`src/hdl/niche_tournament_selector_defines.svh`:
```
// assertion macros for the niche tournament selector
// used by nts_ctrl and nts_datapath, which must have clk and arst_n in scope
`ifndef NICHE_TOURNAMENT_SELECTOR_DEFINES_SVH
`define NICHE_TOURNAMENT_SELECTOR_DEFINES_SVH

// same-cycle implication, disabled during reset
`define NTS_ASSERT_IMP(lbl, pre, post) \
	lbl: assert property (@(posedge clk) disable iff (!arst_n) (pre) |-> (post)) \
		else $error("nts: same-cycle check failed");

// next-cycle implication, disabled during reset
`define NTS_ASSERT_NXT(lbl, pre, post) \
	lbl: assert property (@(posedge clk) disable iff (!arst_n) (pre) |=> (post)) \
		else $error("nts: next-cycle check failed");

`endif

```
`src/hdl/nts_pkg.sv`:
```
// shared constants, codes and controller/datapath command types
// for the niche tournament selector; no dependencies
package nts_pkg;

	localparam int NICHES    = 64;
	localparam int POOL_SIZE = 4096;

	localparam int ACT_W   = 2;
	localparam int POS_W   = 12;
	localparam int ID_W    = 6;
	localparam int NICHE_W = $clog2(NICHES);
	localparam int POOL_W  = $clog2(POOL_SIZE);
	localparam int PTR_W   = $clog2(POOL_SIZE + 1);
	localparam int COUNT_W = 13;

	localparam logic [COUNT_W-1:0] COUNT_MAX = '1;

	typedef enum logic [ACT_W-1:0] {
		ACT_LOAD   = 2'd0,
		ACT_SWAP   = 2'd1,
		ACT_SELECT = 2'd2,
		ACT_COMMIT = 2'd3
	} act_t;

	typedef struct packed {
		logic accept;
		logic commit;
		logic rd_pool;
		logic cnt_rd;
		logic cmp;
		logic swap_wa;
		logic swap_wb;
		logic tally_wr;
		logic copy;
		logic out_load;
	} cmd_t;

	typedef struct packed {
		logic copy_last;
	} sts_t;

endpackage

```
`src/hdl/nts_ctrl.sv`:
```
// controller state machine: sequences load, swap, select and commit sweep
// depends on nts_pkg and niche_tournament_selector_defines.svh
`include "niche_tournament_selector_defines.svh"

module nts_ctrl import nts_pkg::*; (
	input  logic             clk,
	input  logic             arst_n,
	input  logic             in_valid,
	output logic             in_ready,
	input  logic [ACT_W-1:0] action,
	output logic             out_valid,
	input  logic             out_ready,
	output cmd_t             cmd,
	input  sts_t             sts
);

	typedef enum logic [9:0] {
		ST_IDLE = 10'b00_0000_0001,
		ST_RD   = 10'b00_0000_0010,
		ST_SWA  = 10'b00_0000_0100,
		ST_SWB  = 10'b00_0000_1000,
		ST_CNT  = 10'b00_0001_0000,
		ST_CMP  = 10'b00_0010_0000,
		ST_TRD  = 10'b00_0100_0000,
		ST_TWR  = 10'b00_1000_0000,
		ST_COPY = 10'b01_0000_0000,
		ST_DONE = 10'b10_0000_0000
	} state_t;

	state_t state_q, state_d;
	act_t   action_q;
	logic   out_valid_q;
	logic   slot_free;
	act_t   act_in;

	assign act_in    = act_t'(action);
	assign in_ready  = (state_q == ST_IDLE);
	assign out_valid = out_valid_q;
	assign slot_free = !out_valid_q || out_ready;

	always_comb begin
		state_d = state_q;
		cmd     = '0;
		case (state_q)
			ST_IDLE: begin
				if (in_valid) begin
					cmd.accept = 1'b1;
					case (act_in)
						ACT_LOAD:   state_d = ST_TRD;
						ACT_SWAP:   state_d = ST_RD;
						ACT_SELECT: state_d = ST_RD;
						ACT_COMMIT: begin
							cmd.commit = 1'b1;
							state_d    = ST_COPY;
						end
						default:    state_d = ST_IDLE;
					endcase
				end
			end
			ST_RD: begin
				cmd.rd_pool = 1'b1;
				state_d     = (action_q == ACT_SWAP) ? ST_SWA : ST_CNT;
			end
			ST_SWA: begin
				cmd.swap_wa = 1'b1;
				state_d     = ST_SWB;
			end
			ST_SWB: begin
				cmd.swap_wb = 1'b1;
				state_d     = ST_DONE;
			end
			ST_CNT: begin
				cmd.cnt_rd = 1'b1;
				state_d    = ST_CMP;
			end
			ST_CMP: begin
				cmd.cmp = 1'b1;
				state_d = ST_TRD;
			end
			ST_TRD: begin
				state_d = ST_TWR;
			end
			ST_TWR: begin
				cmd.tally_wr = 1'b1;
				state_d      = ST_DONE;
			end
			ST_COPY: begin
				cmd.copy = 1'b1;
				if (sts.copy_last) begin
					state_d = ST_DONE;
				end
			end
			ST_DONE: begin
				if (slot_free) begin
					cmd.out_load = 1'b1;
					state_d      = ST_IDLE;
				end
			end
			default: state_d = ST_IDLE;
		endcase
	end

	always_ff @(posedge clk or negedge arst_n) begin
		if (!arst_n) begin
			state_q     <= ST_IDLE;
			action_q    <= ACT_LOAD;
			out_valid_q <= 1'b0;
		end else begin
			state_q <= state_d;
			if (cmd.accept) begin
				action_q <= act_in;
			end
			if (cmd.out_load) begin
				out_valid_q <= 1'b1;
			end else if (out_ready) begin
				out_valid_q <= 1'b0;
			end
		end
	end

	`NTS_ASSERT_IMP(a_swb_after_swa, state_q == ST_SWB, $past(state_q) == ST_SWA)
	`NTS_ASSERT_NXT(a_accept_leaves_idle, in_valid && in_ready, !in_ready)
	`NTS_ASSERT_NXT(a_done_waits_slot, state_q == ST_DONE && out_valid_q && !out_ready,
		state_q == ST_DONE)

endmodule

```
`config.mk`:
```
export PLATFORM = sky130hd
export DESIGN_NAME = nts_ctrl
export DESIGN_NICKNAME = d
export VERILOG_FILES = /design/src/hdl/nts_pkg.sv /design/src/hdl/nts_ctrl.sv
export VERILOG_INCLUDE_DIRS = /design/src /design/src/hdl
export SDC_FILE = /design/constraint.sdc
export NUM_CORES = 1
export LEC_CHECK = 0
export BUFFER_PORTS_ARGS = -buffer_cell sky130_fd_sc_hd__buf_2
export CORE_MARGIN = 2
export CORE_UTILIZATION = 58
export CTS_BUF_LIST = sky130_fd_sc_hd__clkbuf_2
export CTS_CLUSTER_DIAMETER = 50
export DETAILED_ROUTE_END_ITERATION = 8
export PLACE_DENSITY_LB_ADDON = 0.2
export RECOVER_POWER = 100
export SLEW_MARGIN = 40
export SYNTH_ARGS = -nofsm -noshare
export SYNTH_HDL_FRONTEND = slang
export SYNTH_SLANG_ARGS = --single-unit
```
`constraint.sdc`:
```
create_clock -name clk -period 5.15 [get_ports clk]
set_input_delay 0.7725 -clock clk [delete_from_list [all_inputs] [get_ports clk]]
set_output_delay 0.7725 -clock clk [all_outputs]
set_load 0.005 [all_outputs]
```
==> results of run 1 <==
## where the power goes
part	total [W]	internal [W]	switching (W)
clock network	0.0000527	0.0000176	0.0000351
logic	0.000171	0.0000721	0.0000990
registers	0.000161	0.000129	0.0000317
## cell type report
| cell class | instances | share of cell area, % |
|---|---|---|
| inverters | 7 | 3.048 |
| clock buffers | 3 | 1.742 |
| flip-flops and latches | 13 | 37.88 |
| multi-input cells | 61 | 45.57 |
| well taps | 15 | 2.177 |
| repair buffers | 18 | 8.999 |
| clock inverters | 1 | 0.5806 |
## registers in the layout (all words and copies together) (netlist names)
name and flops:
action_q 2, out_valid 1, state_q 10
## synthesized netlist by cell type, types with 2 or more instances
cell type,count
nor2_1,7
nand2b_1,3
xor2_1,2
dfrtp_1,12
nand2_1,2
a21oi_1,3
and2_1,2
o21ai_0,4
or4_4,3
inv_1,6
ha_1,3
nor4_1,3
nand3_1,2
o22ai_1,3
nor3_1,2
and3_1,10
## metrics by stage
| stage | total power, W | setup slack, ns | util [%] | cell area [um2] | hold slack, ns |
|---|---|---|---|---|---|
| 6_report | 0.0003846 | 2.047 | 67.09 | 862.1 | 0.4852 |
| 5_1_grt | 0.0004198 | 1.794 | 67.09 | 862.1 | 0.5049 |
| 4_1_cts | 0.0004139 | 2.336 | 70.59 | 907.1 | 0.3534 |
| 3_5_place_dp | 0.0003625 | 2.662 | 69.04 | 887.1 | 0.4664 |
| 3_3_place_gp | 0.0003565 | 2.693 | 69.04 | 887.1 | 0.4578 |
| 2_1_floorplan | 0.0003159 | 2.809 | - | 793.3 | 0.4323 |
## worst reg2reg max path, cell delays in order, from the launching register on
cell and delay, ns:
dfrtp_1 0.47, or4_1 0.65, nor3_1 0.46, and2_0 0.32, mux2_1 0.35
## per-layer routing
| metal | up-vias | global-route usage (%) | wire, um |
|---|---|---|---|
| met5 | - | 0 | 0 |
| met4 | 0 | 15.83 | 39 |
| met3 | 6 | 4.891 | 114 |
| met2 | 32 | 37.89 | 763 |
| met1 | 324 | 29.51 | 704 |
| li1 | 339 | - | - |
## kinds of logic (layout without fill, tap and decap cells)
logic type,after synthesis,count (layout)
flops,13,13
simple gates,41,41
mux,1,1
fa+ha+maj,3,3
buf+inv,9,29
xor+xnor,3,3
compound gates,13,13
## worst min-delay path by stage
stage               depth (start not counted)         end  slack, ns         from
finish                                      1  state_q[7]       0.49       arst_n
detailed placement                          1  state_q[4]       0.47  action_q[0]
global placement                            1  state_q[4]       0.46  action_q[0]
CTS                                         1  state_q[5]       0.35       arst_n
global route                                1  state_q[4]       0.50  action_q[0]
floorplan                                   1  state_q[4]       0.43  action_q[0]
==> run summary, run 1 <==
Worst slew pin tran: 0.6852 ns
1st-iter DRT viols: 16
Crit path required time: 4.38 ns
Via/cell ratio: 5.941
Reg2reg path depth: 4
Tmin final: 3.103 ns
Pwr dens: 446.1 nW/um2
Dpl hpwl: 1237 um
Flops & latches, synth: 13
R2R Path End: action_q[0]
Fillcell total: 109
Num CTS Buffers: 3
Asr flop ratio synth: 100.0%
Mux contribution to synthesized area: 1.893%
Grt total ovfl: 0
Commonest non-fill, non-tap cell in the layout: dfrtp_1
Die ar.: 1679 um2
H-tree levels: 1
Final ANT Viol Nets: 0
Core area: 1285 um2
Final hold vios: 0
Fin Setup TNS: 0 ns
Worst-skew pair later-pin latency: 0.27 ns
Clock transition at path regs: 0.14 ns
IO buf count: 18
Height of the chip: 40.98 um
Area occupied by multi-input gates: 392.9 um2
CP max stage cell: or4_1
CTS sink cnt: 13
Die width: 40.98 um
ANT cells: 0
Final non-filler cell total: 118
Crit path to: cmd[9]
Critical path launch point: state_q[4]
DR WL/cell: 13.74 um
CP peak stage delay: 0.65 ns
Crit-path cells: or4_1, nor3_1, and2_0, clkbuf_2
Max VDD drop: 0.2321 mV
CP Max Fanout: 7
Fin nets: 114
Max Clk Rate: 322.3 MHz
Vias in the first global route: 606
CTS tree: yes
Crit path launch type: register
Post-Synth Adder-Cell Area: 4.732%
Most frequent cells in the layout: dfrtp_1, and3_1, clkbuf_1
Synth Warn #: 0
Synth top area share: 37.85%
CP bufs+invs: 1
Worst Skew: 0.004766 ns
GPL Wtd Cong: 0.8325
Crit path kind: register to output pin
Status: complete, no violations
Worst EP arrival: 2.33 ns
Worst hold path class: input port to async pin
First-pass GRT wire length: 2532 um
Maximum root-to-sink buffer count: 2
Placed cells: 114
Post-Synth XOR/XNOR Area: 3.312%
Total track usage: 24.08%
Share of layout cells above drive strength 1: 12.62%
Final setup violation count: 0
Slew Limit Fails: 0
CP endpoint kind: output pin
Rel. slew slack: 54.32%
Leakage: 0.4561 nW
Ys flop type: dfrtp_1
DRT Pass-1 Iters: 5
Postcts setup bufs: 0
Post-Syn Instances: 83
Number of remaining DRC errors: 0
Largest net degree at the start of global routing: 14
Initial antenna violation count: 0
Sequential area share after synthesis: 41.17%
Simple-gate portion of the synthesized area: 33.75%
Initial Util: 61.73%
R2R Path Start: state_q[4]
Unrepaired setup endpoints after global routing: no
Synth area leaders: dfrtp_1, and3_1, ha_1
Post-Route WL: 1621 um
Syn Nets: 93
Reg2reg setup slack: 2.80 ns
CTS root buffer: clkbuf_2
Compound-gate portion of the synthesized area: 9.937%
Cell variety after synth: 32
Post-synth top area cell: dfrtp_1
Vias: 701
Mean area per synthesized cell: 9.557 um2
Core Rows: 13
Worst path top cell family by delay: simple AND/OR/NAND/NOR gates
Area Growth Syn to Fin: 8.675%
Hold_buf cts: 0
Largest family of logic cells by synthesized area: simple AND/OR/NAND/NOR gates
Post-synthesis cell area: 793.3 um2
Tcrit/Tclk final: 60.25%
Post-synth EDFFs: 0
Max-cap violations: 0
Post-cts sizing count: 0
Register Area: 326.6 um2
Levels on crit path: 4
IO Count: 19
Power figures use the tool's default switching activity.
==> run 2, diff against run 1 <==
--- a/config.mk
+++ b/config.mk
@@ -8,7 +8,7 @@
 export LEC_CHECK = 0
 export BUFFER_PORTS_ARGS = -buffer_cell sky130_fd_sc_hd__buf_2
 export CORE_MARGIN = 2
-export CORE_UTILIZATION = 58
+export CORE_UTILIZATION = 49
 export CTS_BUF_LIST = sky130_fd_sc_hd__clkbuf_2
 export CTS_CLUSTER_DIAMETER = 50
 export DETAILED_ROUTE_END_ITERATION = 8
==> constraint.sdc (replaced) <==
create_clock -name clk -period 2.5 [get_ports clk]
set_input_delay 0.375 -clock clk [delete_from_list [all_inputs] [get_ports clk]]
set_output_delay 0.375 -clock clk [all_outputs]
set_load 0.005 [all_outputs]
==> run 2 against run 1 <==
Total power increased by 120%. Clock-buffer cell count is 1 higher. Highest routed layer unchanged. Clock skew is 0.0023 ns lower. Non-clock buffer count up 1. Global-route usage fell by 5.0 points. Cell area is 6.5% higher. Largest power group unchanged. Largest cell class unchanged. Core utilization down 6.1 points. Worst setup slack got worse by 2.0 ns. Sequential power increased by 110%. Critical path depth unchanged.
==> run summary, run 2 (synthesized netlist as in run 1, its figures left out) <==
Area occupied by multi-input gates: 431.7 um2
Status: complete, no violations
CTS tree: yes
Area Growth Syn to Fin: 15.77%
Fin util: 60.96%
Final ANT Viol Nets: 0
H-tree levels: 1
Core Rows: 14
DP Worst Slack: 0.4056 ns
Rel. slew slack: 53.05%
CP endpoint kind: output pin
Max VDD drop: 0.4792 mV
Fillcell total: 146
Worst Skew: 0.002493 ns
Pwr dens: 937.8 nW/um2
CP dominant cell by count: or4_4
Initial antenna violation count: 0
Postcts setup bufs: 0
Tcrit/Tclk final: 96.11%
Max Clk Rate: 416.2 MHz
CP Max Fanout: 8
Final setup violation count: 0
1st-iter DRT viols: 8
Height of the chip: 44.24 um
Leakage: 0.4893 nW
Total track usage: 19.06%
Final hold vios: 0
Num CTS Buffers: 3
Metal3 WL: 65 um
Crit path launch type: register
CP max stage cell: or4_4
Max-cap violations: 0
CP peak stage delay: 0.60 ns
Wire length on met1: 735 um
DR WL/cell: 13.07 um
Slew Limit Fails: 0
Met2 WL: 744 um
Unrepaired setup endpoints after global routing: no
Largest net degree at the start of global routing: 14
GPL Wtd Cong: 0.7517
Worst-skew pair later-pin latency: 0.27 ns
Initial Util: 52.66%
Crit path kind: register to output pin
Vias: 667
IO Count: 19
Top sig layer: met4
CTS root buffer: clkbuf_2
Setup slack after layout: 0.09718 ns
Post-Route WL: 1568 um
Fin nets: 115
Die ar.: 1957 um2
First-pass GRT wire length: 2704 um
Register Area: 327.8 um2
Crit path required time: 2.12 ns
Number of remaining DRC errors: 0
Die width: 44.24 um
Hold WS: 0.3149 ns
Largest Register: state_q
DRT Pass-1 Iters: 4
Share of layout cells above drive strength 1: 23.08%
Dpl hpwl: 1204 um
Core area: 1506 um2
CTS sink cnt: 13
Fin Setup TNS: 0 ns
Via/cell ratio: 5.558
Clock transition at path regs: 0.13 ns
Worst slew pin tran: 0.7042 ns
Largest register FFs: 10
Crit-path cells: or4_4, or4_4, inv_1, buf_2
Worst hold path class: input port to register
Most frequent cells in the layout: dfrtp_1, buf_2, and3_1
Total power: 0.0008613 W
Worst EP arrival: 2.03 ns
ANT cells: 0
Grt total ovfl: 0
Tmin final: 2.403 ns
Vias in the first global route: 571
Maximum root-to-sink buffer count: 2
IO buf count: 18
==> run 2: cell types whose count changed in the layout (fill, tap and decap cells not counted), sizes merged <==
cell / change
dlygate4sd3: +1
clkinv: -2
buf: +5
clkbuf: -4
inv: +1
==> run 2: cell type report <==
| type | count | area share [%] |
|---|---|---|
| well taps | 16 | 2.180 |
| flip-flops and latches | 13 | 35.69 |
| repair buffers | 19 | 10.08 |
| clock buffers | 4 | 2.180 |
| inverters | 7 | 2.861 |
| multi-input cells | 61 | 47.00 |
==> run 2: power breakdown <==
group | internal [W] | switching, W
Combinational | 0.000196 | 0.000216
Sequential | 0.000267 | 0.0000715
Clock | 0.0000424 | 0.0000686
Total | 0.000505 | 0.000356
==> run 2: path summary, 6_finish.rpt <==
| path | from | end | slack, ns | depth (start not counted) |
|---|---|---|---|---|
| min in group asynchronous | arst_n | state_q[7] | 0.64 | 2 |
| hold reg to reg | action_q[0] | state_q[4] | 0.50 | 1 |
| max in group asynchronous | arst_n | state_q[8] | 1.37 | 2 |
| setup / recovery | state_q[8] | cmd[7] | 0.1 | 4 |
| hold / removal | in_valid | state_q[0] | 0.31 | 2 |
| setup reg to reg | state_q[5] | action_q[0] | 0.50 | 4 |
==> run 2: worst max-delay path: cells and delay by family, from the launching register on <==
| kind | cells | cell delay (ns) |
|---|---|---|
| and+or+nand+nor | 2 | 1.11 |
| DFF | 1 | 0.47 |
| buffers and inverters | 2 | 0.18 |
==> run 2: repair_timing <==
action	in CTS	in global routing
gates resized for setup	0	3
endpoints found under the setup margin	0	3
endpoints found under the hold margin	12	0
hold buffers	1	0
==> run 2: layer usage <==
metal	track usage, %	up-vias
li1	-	343
met4	9.091	0
met5	0	-
met3	2.449	4
met2	28.82	14
met1	27.01	306
==> run 2: stage by stage <==
step                      cells  cell area (um2)
after floorplan              83            793.3
after global routing        120            918.4
final                       120            918.4
after global placement      115            888.4
after detailed placement    115            888.4
after CTS                   120            918.4
